`config.mk`:
```
export PLATFORM = sky130hd
export DESIGN_NAME = tcp_flow_filter_counter_unit_flat
export DESIGN_NICKNAME = d
export VERILOG_FILES = /design/src/rtl/tcpff_pkg.sv /design/src/rtl/tcpff_byte_if.sv /design/src/rtl/tcpff_result_if.sv /design/src/rtl/tcpff_capture.sv /design/src/rtl/tcp_flow_filter_counter_unit.sv /design/src/flat_wrapper.sv
export SDC_FILE = /design/constraint.sdc
export NUM_CORES = 1
export LEC_CHECK = 0
export ABC_AREA = 1
export BUFFER_PORTS_ARGS = -buffer_cell sky130_fd_sc_hd__buf_2
export CORE_MARGIN = 1.5
export CORE_UTILIZATION = 50
export CTS_CLUSTER_SIZE = 28
export DETAILED_ROUTE_END_ITERATION = 16
export HOLD_SLACK_MARGIN = 0.05
export PLACE_DENSITY_LB_ADDON = 0.1
export SETUP_SLACK_MARGIN = 0.05
export SYNTH_ARGS = -nofsm -noshare
export SYNTH_HDL_FRONTEND = slang
export SYNTH_SLANG_ARGS = --single-unit
```
`constraint.sdc`:
```
create_clock -name clk_i -period 14.6 [get_ports clk_i]
set_input_delay 2.92 -clock clk_i [delete_from_list [all_inputs] [get_ports clk_i]]
set_output_delay 2.92 -clock clk_i [all_outputs]
set_load 0.02 [all_outputs]
```
`src/rtl/tcpff_pkg.sv`:
```
package tcpff_pkg;

  // Bytes of link header ahead of the IPv4 header.
  localparam int unsigned LINK_HEADER_BYTES = 14;
  // Width of the saturating frame counters.
  localparam int unsigned COUNT_WIDTH = 32;

  localparam int unsigned POS_W   = 7;
  localparam int unsigned ADDR_W  = 32;
  localparam int unsigned PORT_W  = 16;
  localparam int unsigned PFLT_W  = 17;
  localparam int unsigned OUT_W   = 32;
  localparam int unsigned CFG_IDX_W  = 3;
  localparam int unsigned CFG_DATA_W = 32;

  localparam logic [POS_W-1:0] POS_MAX = '1;
  localparam logic [3:0] MIN_HDR_WORDS = 4'd5;
  localparam logic [7:0] PROTO_TCP = 8'd6;
  localparam logic [PFLT_W-1:0] PORT_ANY = '1;

  // Fixed IPv4 field offsets inside the frame.
  localparam logic [POS_W-1:0] OFS_IHL      = POS_W'(LINK_HEADER_BYTES);
  localparam logic [POS_W-1:0] OFS_PROTO    = POS_W'(LINK_HEADER_BYTES + 9);
  localparam logic [POS_W-1:0] OFS_SRC_LO   = POS_W'(LINK_HEADER_BYTES + 12);
  localparam logic [POS_W-1:0] OFS_SRC_HI   = POS_W'(LINK_HEADER_BYTES + 15);
  localparam logic [POS_W-1:0] OFS_DST_LO   = POS_W'(LINK_HEADER_BYTES + 16);
  localparam logic [POS_W-1:0] OFS_DST_HI   = POS_W'(LINK_HEADER_BYTES + 19);

  typedef enum logic [CFG_IDX_W-1:0] {
    CFG_SRC_ADDR  = 3'd0,
    CFG_SRC_EN    = 3'd1,
    CFG_DST_ADDR  = 3'd2,
    CFG_DST_EN    = 3'd3,
    CFG_SPORT_FLT = 3'd4,
    CFG_DPORT_FLT = 3'd5
  } cfg_reg_e;

  typedef struct packed {
    logic [ADDR_W-1:0] src_addr;
    logic              src_en;
    logic [ADDR_W-1:0] dst_addr;
    logic              dst_en;
    logic [PFLT_W-1:0] sport_flt;
    logic [PFLT_W-1:0] dport_flt;
  } filter_cfg_t;

  typedef struct packed {
    logic is_tcp;
    logic matched;
  } frame_flags_t;

  typedef struct packed {
    logic [OUT_W-1:0] frames_seen;
    logic [OUT_W-1:0] tcp_frames;
    logic [OUT_W-1:0] matched_frames;
    logic             frame_was_tcp;
    logic             frame_matched;
  } result_t;

endpackage

```
`src/rtl/tcpff_byte_if.sv`:
```
interface tcpff_byte_if;
  logic       valid;
  logic       ready;
  logic [7:0] frame_byte;
  logic       end_of_frame;

  modport source (output valid, output frame_byte, output end_of_frame, input ready);
  modport sink (input valid, input frame_byte, input end_of_frame, output ready);
endinterface

```
`src/rtl/tcpff_result_if.sv`:
```
interface tcpff_result_if;
  logic        valid;
  logic        ready;
  logic [31:0] frames_seen;
  logic [31:0] tcp_frames;
  logic [31:0] matched_frames;
  logic        frame_was_tcp;
  logic        frame_matched;

  modport source (
    output valid, output frames_seen, output tcp_frames, output matched_frames,
    output frame_was_tcp, output frame_matched, input ready
  );
  modport sink (
    input valid, input frames_seen, input tcp_frames, input matched_frames,
    input frame_was_tcp, input frame_matched, output ready
  );
endinterface

```
`src/rtl/tcpff_capture.sv`:
```
module tcpff_capture import tcpff_pkg::*; (
  input  logic         clk_i,
  input  logic         rst_ni,
  input  logic         accept_i,
  input  logic [7:0]   byte_i,
  input  logic         eof_i,
  input  filter_cfg_t  cfg_i,
  output frame_flags_t flags_o
);

  logic [POS_W-1:0]  pos_q, pos_d;
  logic [3:0]        hdr_words_q, hdr_words_d;
  logic              proto_vld_q, proto_vld_d;
  logic [7:0]        proto_q, proto_d;
  logic [ADDR_W-1:0] src_addr_q, src_addr_d;
  logic [ADDR_W-1:0] dst_addr_q, dst_addr_d;
  logic [PORT_W-1:0] sport_q, sport_d;
  logic [PORT_W-1:0] dport_q, dport_d;
  logic              complete_q, complete_d;

  // Frame state with the current byte folded in, before any end-of-frame clear.
  logic [3:0]        hw_upd;
  logic              pvld_upd;
  logic [7:0]        proto_upd;
  logic [ADDR_W-1:0] src_upd, dst_upd;
  logic [PORT_W-1:0] sport_upd, dport_upd;
  logic              cmpl_upd;
  logic [POS_W-1:0]  port_base;
  logic              src_ok, dst_ok, sport_ok, dport_ok, is_tcp;

  always_comb begin
    hw_upd    = hdr_words_q;
    pvld_upd  = proto_vld_q;
    proto_upd = proto_q;
    src_upd   = src_addr_q;
    dst_upd   = dst_addr_q;
    sport_upd = sport_q;
    dport_upd = dport_q;
    cmpl_upd  = complete_q;

    if (pos_q == OFS_IHL) begin
      hw_upd = (byte_i[3:0] < MIN_HDR_WORDS) ? MIN_HDR_WORDS : byte_i[3:0];
    end else if (pos_q == OFS_PROTO) begin
      pvld_upd  = 1'b1;
      proto_upd = byte_i;
    end else if (pos_q >= OFS_SRC_LO && pos_q <= OFS_SRC_HI) begin
      src_upd = {src_addr_q[ADDR_W-9:0], byte_i};
    end else if (pos_q >= OFS_DST_LO && pos_q <= OFS_DST_HI) begin
      dst_upd = {dst_addr_q[ADDR_W-9:0], byte_i};
    end

    // The TCP header always starts well past the length byte, so the stored
    // header length is already settled whenever a port byte can arrive.
    port_base = OFS_IHL + {1'b0, hdr_words_q, 2'b00};
    if (pos_q == port_base || pos_q == port_base + POS_W'(1)) begin
      sport_upd = {sport_q[PORT_W-9:0], byte_i};
    end else if (pos_q == port_base + POS_W'(2) || pos_q == port_base + POS_W'(3)) begin
      dport_upd = {dport_q[PORT_W-9:0], byte_i};
      if (pos_q == port_base + POS_W'(3)) begin
        cmpl_upd = 1'b1;
      end
    end
  end

  always_comb begin
    is_tcp   = pvld_upd && (proto_upd == PROTO_TCP);
    src_ok   = !cfg_i.src_en || (src_upd == cfg_i.src_addr);
    dst_ok   = !cfg_i.dst_en || (dst_upd == cfg_i.dst_addr);
    sport_ok = (cfg_i.sport_flt == PORT_ANY) ||
               (!cfg_i.sport_flt[PFLT_W-1] && cfg_i.sport_flt[PORT_W-1:0] == sport_upd);
    dport_ok = (cfg_i.dport_flt == PORT_ANY) ||
               (!cfg_i.dport_flt[PFLT_W-1] && cfg_i.dport_flt[PORT_W-1:0] == dport_upd);
    flags_o.is_tcp  = is_tcp;
    flags_o.matched = is_tcp && cmpl_upd && src_ok && dst_ok && sport_ok && dport_ok;
  end

  always_comb begin
    pos_d       = pos_q;
    hdr_words_d = hdr_words_q;
    proto_vld_d = proto_vld_q;
    proto_d     = proto_q;
    src_addr_d  = src_addr_q;
    dst_addr_d  = dst_addr_q;
    sport_d     = sport_q;
    dport_d     = dport_q;
    complete_d  = complete_q;
    if (accept_i) begin
      if (eof_i) begin
        pos_d       = '0;
        hdr_words_d = MIN_HDR_WORDS;
        proto_vld_d = 1'b0;
        proto_d     = '0;
        src_addr_d  = '0;
        dst_addr_d  = '0;
        sport_d     = '0;
        dport_d     = '0;
        complete_d  = 1'b0;
      end else begin
        pos_d       = (pos_q == POS_MAX) ? pos_q : pos_q + POS_W'(1);
        hdr_words_d = hw_upd;
        proto_vld_d = pvld_upd;
        proto_d     = proto_upd;
        src_addr_d  = src_upd;
        dst_addr_d  = dst_upd;
        sport_d     = sport_upd;
        dport_d     = dport_upd;
        complete_d  = cmpl_upd;
      end
    end
  end

  always_ff @(posedge clk_i or negedge rst_ni) begin
    if (!rst_ni) begin
      pos_q       <= '0;
      hdr_words_q <= MIN_HDR_WORDS;
      proto_vld_q <= 1'b0;
      proto_q     <= '0;
      src_addr_q  <= '0;
      dst_addr_q  <= '0;
      sport_q     <= '0;
      dport_q     <= '0;
      complete_q  <= 1'b0;
    end else begin
      pos_q       <= pos_d;
      hdr_words_q <= hdr_words_d;
      proto_vld_q <= proto_vld_d;
      proto_q     <= proto_d;
      src_addr_q  <= src_addr_d;
      dst_addr_q  <= dst_addr_d;
      sport_q     <= sport_d;
      dport_q     <= dport_d;
      complete_q  <= complete_d;
    end
  end

endmodule

```
`src/rtl/tcp_flow_filter_counter_unit.sv`:
```
// IPv4/TCP flow filter and frame counter.
// The byte channel (byte_if) carries one frame byte per request with an
// end-of-frame flag on the last byte. The header fields are captured on the
// fly; on the last byte the frame is classified and the three saturating
// counters are bumped. Exactly one result request per frame is registered in
// the result queue for the result channel (res_if) when the last byte is accepted.
// Throughput is one byte per cycle while the queue is not full; the capture and
// compare logic sits between the frame-state registers and a two-entry result queue.
// The filters are written through cfg_we_i / cfg_index_i / cfg_wdata_i; the user
// must write them only between frames, as the block does not enforce it; writes to an unknown index are dropped.
// Reset clears the counters and frame state, zeroes the address filters,
// disables them, and sets both port filters to match any port.
// If the receiver stalls, results wait in the queue; bytes keep flowing
// until both queue entries are full, and only then is ready dropped.
module tcp_flow_filter_counter_unit import tcpff_pkg::*; (
  input  logic                  clk_i,
  input  logic                  rst_ni,
  tcpff_byte_if.sink            byte_if,
  tcpff_result_if.source        res_if,
  input  logic                  cfg_we_i,
  input  logic [CFG_IDX_W-1:0]  cfg_index_i,
  input  logic [CFG_DATA_W-1:0] cfg_wdata_i
);

  filter_cfg_t cfg_q;
  frame_flags_t flags;
  logic accept, push, pop;

  logic [COUNT_WIDTH-1:0] frames_q, frames_d;
  logic [COUNT_WIDTH-1:0] tcp_q, tcp_d;
  logic [COUNT_WIDTH-1:0] match_q, match_d;

  result_t   slot_q [2];
  result_t   new_res;
  logic      rd_ptr_q, wr_ptr_q;
  logic [1:0] count_q;

  // Configuration registers.
  always_ff @(posedge clk_i or negedge rst_ni) begin
    if (!rst_ni) begin
      cfg_q.src_addr  <= '0;
      cfg_q.src_en    <= 1'b0;
      cfg_q.dst_addr  <= '0;
      cfg_q.dst_en    <= 1'b0;
      cfg_q.sport_flt <= PORT_ANY;
      cfg_q.dport_flt <= PORT_ANY;
    end else if (cfg_we_i) begin
      case (cfg_reg_e'(cfg_index_i))
        CFG_SRC_ADDR:  cfg_q.src_addr  <= cfg_wdata_i[ADDR_W-1:0];
        CFG_SRC_EN:    cfg_q.src_en    <= cfg_wdata_i[0];
        CFG_DST_ADDR:  cfg_q.dst_addr  <= cfg_wdata_i[ADDR_W-1:0];
        CFG_DST_EN:    cfg_q.dst_en    <= cfg_wdata_i[0];
        CFG_SPORT_FLT: cfg_q.sport_flt <= cfg_wdata_i[PFLT_W-1:0];
        CFG_DPORT_FLT: cfg_q.dport_flt <= cfg_wdata_i[PFLT_W-1:0];
        default: ;
      endcase
    end
  end

  assign byte_if.ready = (count_q != 2'd2);
  assign accept = byte_if.valid && byte_if.ready;
  assign push   = accept && byte_if.end_of_frame;
  assign pop    = res_if.valid && res_if.ready;

  tcpff_capture u_capture (
    .clk_i    (clk_i),
    .rst_ni   (rst_ni),
    .accept_i (accept),
    .byte_i   (byte_if.frame_byte),
    .eof_i    (byte_if.end_of_frame),
    .cfg_i    (cfg_q),
    .flags_o  (flags)
  );

  // Saturating counters, advanced on the last byte of each frame.
  always_comb begin
    frames_d = (&frames_q) ? frames_q : frames_q + COUNT_WIDTH'(1);
    tcp_d    = (flags.is_tcp && !(&tcp_q)) ? tcp_q + COUNT_WIDTH'(1) : tcp_q;
    match_d  = (flags.matched && !(&match_q)) ? match_q + COUNT_WIDTH'(1) : match_q;

    new_res.frames_seen    = OUT_W'(frames_d);
    new_res.tcp_frames     = OUT_W'(tcp_d);
    new_res.matched_frames = OUT_W'(match_d);
    new_res.frame_was_tcp  = flags.is_tcp;
    new_res.frame_matched  = flags.matched;
  end

  always_ff @(posedge clk_i or negedge rst_ni) begin
    if (!rst_ni) begin
      frames_q <= '0;
      tcp_q    <= '0;
      match_q  <= '0;
    end else if (push) begin
      frames_q <= frames_d;
      tcp_q    <= tcp_d;
      match_q  <= match_d;
    end
  end

  // Two-entry result queue.
  always_ff @(posedge clk_i) begin
    if (push) begin
      slot_q[wr_ptr_q] <= new_res;
    end
  end

  always_ff @(posedge clk_i or negedge rst_ni) begin
    if (!rst_ni) begin
      rd_ptr_q <= 1'b0;
      wr_ptr_q <= 1'b0;
      count_q  <= '0;
    end else begin
      if (push) begin
        wr_ptr_q <= !wr_ptr_q;
      end
      if (pop) begin
        rd_ptr_q <= !rd_ptr_q;
      end
      case ({push, pop})
        2'b10:   count_q <= count_q + 2'd1;
        2'b01:   count_q <= count_q - 2'd1;
        default: count_q <= count_q;
      endcase
    end
  end

  assign res_if.valid          = (count_q != 2'd0);
  assign res_if.frames_seen    = slot_q[rd_ptr_q].frames_seen;
  assign res_if.tcp_frames     = slot_q[rd_ptr_q].tcp_frames;
  assign res_if.matched_frames = slot_q[rd_ptr_q].matched_frames;
  assign res_if.frame_was_tcp  = slot_q[rd_ptr_q].frame_was_tcp;
  assign res_if.frame_matched  = slot_q[rd_ptr_q].frame_matched;

endmodule
```
`src/flat_wrapper.sv`:
```
// flat-port wrapper written by rule: the top's interface ports become plain ports
module tcp_flow_filter_counter_unit_flat import tcpff_pkg::*;
  (clk_i, rst_ni, cfg_we_i, cfg_index_i, cfg_wdata_i, byte_if_valid, byte_if_frame_byte, byte_if_end_of_frame, byte_if_ready, res_if_valid, res_if_frames_seen, res_if_tcp_frames, res_if_matched_frames, res_if_frame_was_tcp, res_if_frame_matched, res_if_ready);
  tcpff_byte_if byte_if_i ();
  tcpff_result_if res_if_i ();
  input  logic clk_i;
  input  logic rst_ni;
  input  logic cfg_we_i;
  input  logic [CFG_IDX_W-1:0] cfg_index_i;
  input  logic [CFG_DATA_W-1:0] cfg_wdata_i;
  input wire logic [$bits(byte_if_i.valid)-1:0] byte_if_valid;
  input wire logic [$bits(byte_if_i.frame_byte)-1:0] byte_if_frame_byte;
  input wire logic [$bits(byte_if_i.end_of_frame)-1:0] byte_if_end_of_frame;
  output wire logic [$bits(byte_if_i.ready)-1:0] byte_if_ready;
  output wire logic [$bits(res_if_i.valid)-1:0] res_if_valid;
  output wire logic [$bits(res_if_i.frames_seen)-1:0] res_if_frames_seen;
  output wire logic [$bits(res_if_i.tcp_frames)-1:0] res_if_tcp_frames;
  output wire logic [$bits(res_if_i.matched_frames)-1:0] res_if_matched_frames;
  output wire logic [$bits(res_if_i.frame_was_tcp)-1:0] res_if_frame_was_tcp;
  output wire logic [$bits(res_if_i.frame_matched)-1:0] res_if_frame_matched;
  input wire logic [$bits(res_if_i.ready)-1:0] res_if_ready;
  assign byte_if_i.valid = byte_if_valid;
  assign byte_if_i.frame_byte = byte_if_frame_byte;
  assign byte_if_i.end_of_frame = byte_if_end_of_frame;
  assign byte_if_ready = byte_if_i.ready;
  assign res_if_valid = res_if_i.valid;
  assign res_if_frames_seen = res_if_i.frames_seen;
  assign res_if_tcp_frames = res_if_i.tcp_frames;
  assign res_if_matched_frames = res_if_i.matched_frames;
  assign res_if_frame_was_tcp = res_if_i.frame_was_tcp;
  assign res_if_frame_matched = res_if_i.frame_matched;
  assign res_if_i.ready = res_if_ready;
  tcp_flow_filter_counter_unit u_core (.clk_i(clk_i), .rst_ni(rst_ni), .byte_if(byte_if_i), .res_if(res_if_i), .cfg_we_i(cfg_we_i), .cfg_index_i(cfg_index_i), .cfg_wdata_i(cfg_wdata_i));
endmodule
```
Word level (Yosys, flattened, before mapping)
Memories as Yosys holds them, arrays and structs flattened.
Cells that the tools add are included.
Widths: inputs -> output; s select.
{ "totals": {"regBits": 317, "latch_bits": 0, "ramBits": 196, "rom_bits": 0, "out_inout_bits": 100, "memories": 1} }
{ "op_classes": {"add_sub_neg": 10, "multipliers": 0, "div": 0, "magnitude_cmp": 5, "n_eq_ne": 23, "shifts": 0, "n_mux": 35, "bitwise_logic": 0, "reduce_logical": 44} }
{ "memory_table": {"columns": ["name", "depth", "word_bits", "read_ports", "rd_clocked_by_memory_dff", "write_ports", "line", "source"], "rows": [
  ["u_core.slot_q", 2, 98, 1, 0, 1, "tcp_flow_filter_counter_unit.sv:33", "result_t slot_q [2];"]
]} }
{ "ops": {"columns": ["operator", "n"], "rows": [
  ["$mux 32", 12],
  ["$add 32x1->32 const B", 3],
  ["$reduce_and 32->1", 3],
  ["$mux 16", 5],
  ["$eq 32x32->1", 2],
  ["$eq 17x17->1 const B", 2],
  ["$eq 16x16->1", 2],
  ["$eq 7x7->1", 4],
  ["$mux 8", 3],
  ["$reduce_and 2->1", 8],
  ["$logic_and 1x1->1", 15],
  ["$add 7x1->7 const B", 2],
  ["$add 7x2->7 const B", 2],
  ["$ge 7x5->1 const B", 2],
  ["$mux 7", 2],
  ["$mux 4", 3],
  ["$mux 1", 9],
  ["$eq 8x3->1 const B", 1],
  ["$logic_not 1->1", 8],
  ["$add 4x6->7 const A", 1],
  ["$eq 7x4->1 const B", 1],
  ["$eq 7x5->1 const B", 1],
  ["$eq 7x7->1 const B", 1],
  ["$le 7x5->1 const B", 1],
  ["14 further kinds", 24]
]} }

Depth between registers and ports, before layout
{ "logic_depth": {"word_depth": 13, "mapped_depth": 27} }

Cells and area by module
A second synthesis with hierarchy kept.
{ "hier_totals": {"hier_cells": 3421, "hier_area_um2": 26897.0} }
{ "modules_own_cells": {"columns": ["mod", "instances", "cells_each", "area_per_inst_um2", "seq_area_each_um2"], "rows": [
  ["tcp_flow_filter_counter_unit", 1, 2098, 18459.0, 10933.0],
  ["tcpff_capture", 1, 1323, 8438.1, 2930.3]
]} }

Worst setup path before layout
OpenSTA, ideal clock, no wires.
{ "synth_path": {"kind": "input port to flip-flop", "startpoint": "input port byte_if_valid", "endpoint": "memory u_core.slot_q[0][0] (netlist bit), enable pin", "setup_time_ns": 0.556, "arrival_ns": 7.698, "required_time_ns": 14.044, "slack_ns": 6.346, "path_stages": 5, "path_buffers": 1, "path_cell_list": "nand2_1 nor2_1 inv_1 clkbuf_1 nor2_1"} }
{ "synth_via": {"elab_chain_cells": 4} }
{ "synth_rtl": {"columns": ["item", "line", "source"], "rows": [
  ["start: declaration", "flat_wrapper.sv:11", "input wire logic [$bits(byte_if_i.valid)-1:0] byte_if_valid;"],
  ["$logic_and 1x1->1", "tcp_flow_filter_counter_unit.sv:61", "assign accept = byte_if.valid && byte_if.ready;"],
  ["$logic_and 1x1->1", "tcp_flow_filter_counter_unit.sv:62", "assign push = accept && byte_if.end_of_frame;"],
  ["$mux 1", "tcp_flow_filter_counter_unit.sv:102", "if (push) begin"],
  ["$mux 1 (implied by the code)", "tcp_flow_filter_counter_unit.sv:103", "slot_q[wr_ptr_q] <= new_res;"],
  ["end: declaration", "tcp_flow_filter_counter_unit.sv:33", null]
]} }
No other way between the ends.

Worst setup path in the final report
{ "layout_path": {"startpoint": "input port byte_if_valid", "endpoint": "memory u_core.slot_q[0][24] (netlist bit), enable pin"} }
Same word-level chain as after synthesis.

==> reports/results.txt <==
Hold_buf cts -> 0
Largest net degree at the start of global routing -> 148
Total Neg Setup Slack -> 0 ns
Cell mode on critical path -> nor2_4
Die H -> 232 µm
Most common cell after layout, fill and taps aside -> nand2_1
First-pass GRT wire length -> 111 mm
Mapped Nets -> 3301
Setup Buffers After CTS -> 0
Peak supply drop -> 0.117 mV
Max-cap violation count -> 0
Area leader, netlist -> dfrtp_1
Hold path startpoint -> u_core.u_capture.proto_q[3]$_DFFE_PN0P_
Worst endpoint data arrival time -> 6.15 ns
Post-route minimum period -> 5.92 ns
# IOs -> 149
Final setup vio count -> 0
Yosys cell types -> 48
Avg Cell Area, Syn -> 8.10 µm²
Initial Utilization -> 0.509
Gr usage total -> 0.260
Leakage power -> 0.0136 µW
Worst slew margin -> 0.256
Port bufs -> 148
Root buffer cell -> clkbuf_16
Sequential area share after synthesis -> 0.527
Hold Vio Cnt, Final -> 0
Largest cells by area after synthesis -> dfrtp_1 (27%), edfxtp_1 (22%), nand2_1 (17%)
Outcome -> finished, final reports clean
GRT Residual Overflow -> 0
Clock Path Buffers -> 3
DP Cell Count -> 3959
Crit Path Max Fanout -> 67
ANT nets after route -> 0
Row cnt -> 83
Fmax -> 0.169 GHz
Vias in the first global route -> 21300
CP max stage cell -> buf_4
Hold Crit Class -> reg -> reg
Total CTS buffers -> 54
Drt wl/cell -> 17.0 µm
FF-to-FF Start -> u_core.u_capture.pos_q[0]$_DFFE_PN0P_
Detail Placement HPWL -> 45.5 mm
Skew final -> 0.0228 ns
Ys flop type -> dfrtp_1
Post-synthesis register bit count -> 513
Commonest non-fill, non-tap cells in the layout -> nand2_1 (1217), inv_1 (357), dfrtp_1 (280)
TritonCTS clock tree -> yes
Antenna diodes -> 0
Final GP Congestion -> 0.908
Fillers -> 4671
Tcrit/Tclk final -> 0.406
Share of flip-flops with an asynchronous set or reset -> 0.618
CP startpoint -> byte_if_valid
Type of origin of the critical path -> input pin
Worst Tran Pin Value -> 1.12 ns
Syn. warnings -> 0
CTS clk-pin slew, worst paths -> 0.06 ns
Crit path kind -> in -> reg
Latest clock arrival within the worst-skew pair -> 0.62 ns
Post-CTS Resized -> 0
Vias/cell -> 5.43
Share of cells above drive strength 1 -> 0.101
Non-Filler Instances -> 4058
Via count -> 22000
Initial antenna violation count -> 2
Fin. max-slew vios -> 0
Number of enable flip-flop cells after synthesis -> 196
Clk sinks -> 513
Area Overhead vs Synth -> 11.6%
Setup crit end kind -> flop
Die span in x -> 232 µm
Die area -> 54000 µm²
Critical path buffers and inverters -> 3
Synth top area share -> 0.268
Syn Inst Count -> 3243
Pwr per Cell Area -> 163 nW/µm²
Worst path max stage delay -> 0.90 ns
Max H-tree Level -> 2
Crit path cell chain -> buf_2, nand2_1, nor2_4, inv_2, nor2_4, buf_4
Core Area -> 51600 µm²
Iteration-0 DRC Markers -> 1779
Final wirelength -> 69.0 mm
Delay-heaviest family, CP -> simple AND/OR/NAND/NOR gates
RSZ-0062 raised after global routing -> false
Nets -> 3393
Synthesized cell area -> 26300 µm²
DRC Markers -> 0
Drt first pass iters -> 5
Worst EP required -> 14.82 ns
==> cell usage after synthesis, types with 2 or more instances <==
| cell | n |
|---|---|
| dfstp_2 | 36 |
| nand2_1 | 1218 |
| o21ai_1 | 11 |
| nor2_8 | 2 |
| buf_4 | 11 |
| xnor2_1 | 6 |
| nand3_1 | 207 |
| o21ai_0 | 185 |
| clkinv_1 | 2 |
| clkbuf_1 | 80 |
| nor2_1 | 134 |
| or2_2 | 4 |
| nor2_4 | 3 |
| a31oi_1 | 3 |
| inv_1 | 359 |
| dfrtp_1 | 281 |
| nand3_4 | 2 |
| nand2_2 | 9 |
| o21ai_2 | 3 |
| and2_1 | 12 |
| o22ai_1 | 89 |
| buf_1 | 5 |
| nor3_1 | 46 |
| buf_2 | 29 |
| xor2_1 | 70 |
| ha_1 | 9 |
| nor3_2 | 5 |
| edfxtp_1 | 196 |
| buf_6 | 7 |
| inv_2 | 9 |
| nor2_2 | 3 |
| o211ai_1 | 4 |
| a22o_1 | 2 |
| nand4_1 | 134 |
| nand3b_1 | 21 |
| a21oi_1 | 13 |
| nor4_1 | 22 |
==> through the flow <==
step | total power (µW) | setup slack [ns] | instance area [µm²] | hold slack (ns) | util
2_1_floorplan | 2890 | 6.35 | 26300 | 0.449 | -
3_3_place_gp | 3330 | 8.21 | 27500 | 0.470 | 0.532
3_5_place_dp | 3370 | 8.03 | 27500 | 0.476 | 0.532
4_1_cts | 4830 | 8.57 | 29300 | 0.497 | 0.568
5_1_grt | 5070 | 8.41 | 29300 | 0.526 | 0.568
6_report | 4790 | 8.68 | 29300 | 0.495 | 0.568
==> layer usage <==
layer  track usage  routed length (µm)  up-vias
met5             0                  25        -
met4        0.0824                1820        4
met3        0.0339                3650      123
met2         0.428               32400      606
met1         0.356               31100    10500
li1              -                   -    10800
==> power by group <==
group / leakage [µW] / switching (µW) / internal (µW) / total [µW]
clock network: 0.000926 / 581 / 872 / 1450
registers: 0.00601 / 146 / 1760 / 1900
logic: 0.00664 / 1030 / 396 / 1430
==> state kept, by name, indices dropped and copies added (netlist names), 2 cells and up <==
register	cells
u_core.slot_q	196
u_core.cfg_q	100
u_core.frames_q	32
u_core.match_q	32
u_core.tcp_q	32
u_core.u_capture.dst_addr_q	32
u_core.u_capture.src_addr_q	32
u_core.u_capture.dport_q	16
u_core.u_capture.sport_q	16
u_core.u_capture.proto_q	8
u_core.u_capture.pos_q	7
u_core.u_capture.hdr_words_q	4
u_core.count_q	2
==> final timing paths <==
| path | slack (ns) | depth (start not counted) | to |
|---|---|---|---|
| min in group asynchronous | 2.39 | 1 | u_core.u_capture.dport_q[8]$_DFFE_PN0P_ |
| worst min register to register | 0.50 | 2 | u_core.u_capture.proto_q[3]$_DFFE_PN0P_ |
| max in group asynchronous | 10.59 | 2 | u_core.rd_ptr_q$_DFFE_PN0P_ |
| worst min-delay path | 0.50 | 2 | u_core.u_capture.proto_q[3]$_DFFE_PN0P_ |
| worst max register to register | 9.47 | 23 | u_core.slot_q[1][20]$_DFFE_PP_ |
| worst max-delay path | 8.68 | 6 | u_core.slot_q[0][24]$_DFFE_PP_ |
==> kinds of logic (layout without fill, tap and decap cells) <==
family,after synthesis,count (layout),synth area share
flip-flops,513,513,0.527
AND/OR/NAND/NOR,1827,1827,0.299
AO/OA/AOI/OAI,315,315,0.0661
buffers and inverters,502,637,0.0766
adder cells (fa/ha/maj),9,9,0.00428
XOR/XNOR,77,77,0.0264
==> worst min-delay path, cell delays in order (launching register included) <==
cell and delay, ns:
dfrtp_1 0.35, nand2_1 0.06, o21ai_0 0.06
==> cell type report <==
type	count	area [µm²]	area share
flip-flops and latches	513	13900	0.473
inverters	370	1390	0.0473
multi-input cells	2228	10400	0.356
repair buffers	168	913	0.0311
well taps	680	851	0.0290
clock buffers	78	1570	0.0536
clock inverters	21	308	0.0105
No activity file was read; power rests on OpenSTA's default activity.
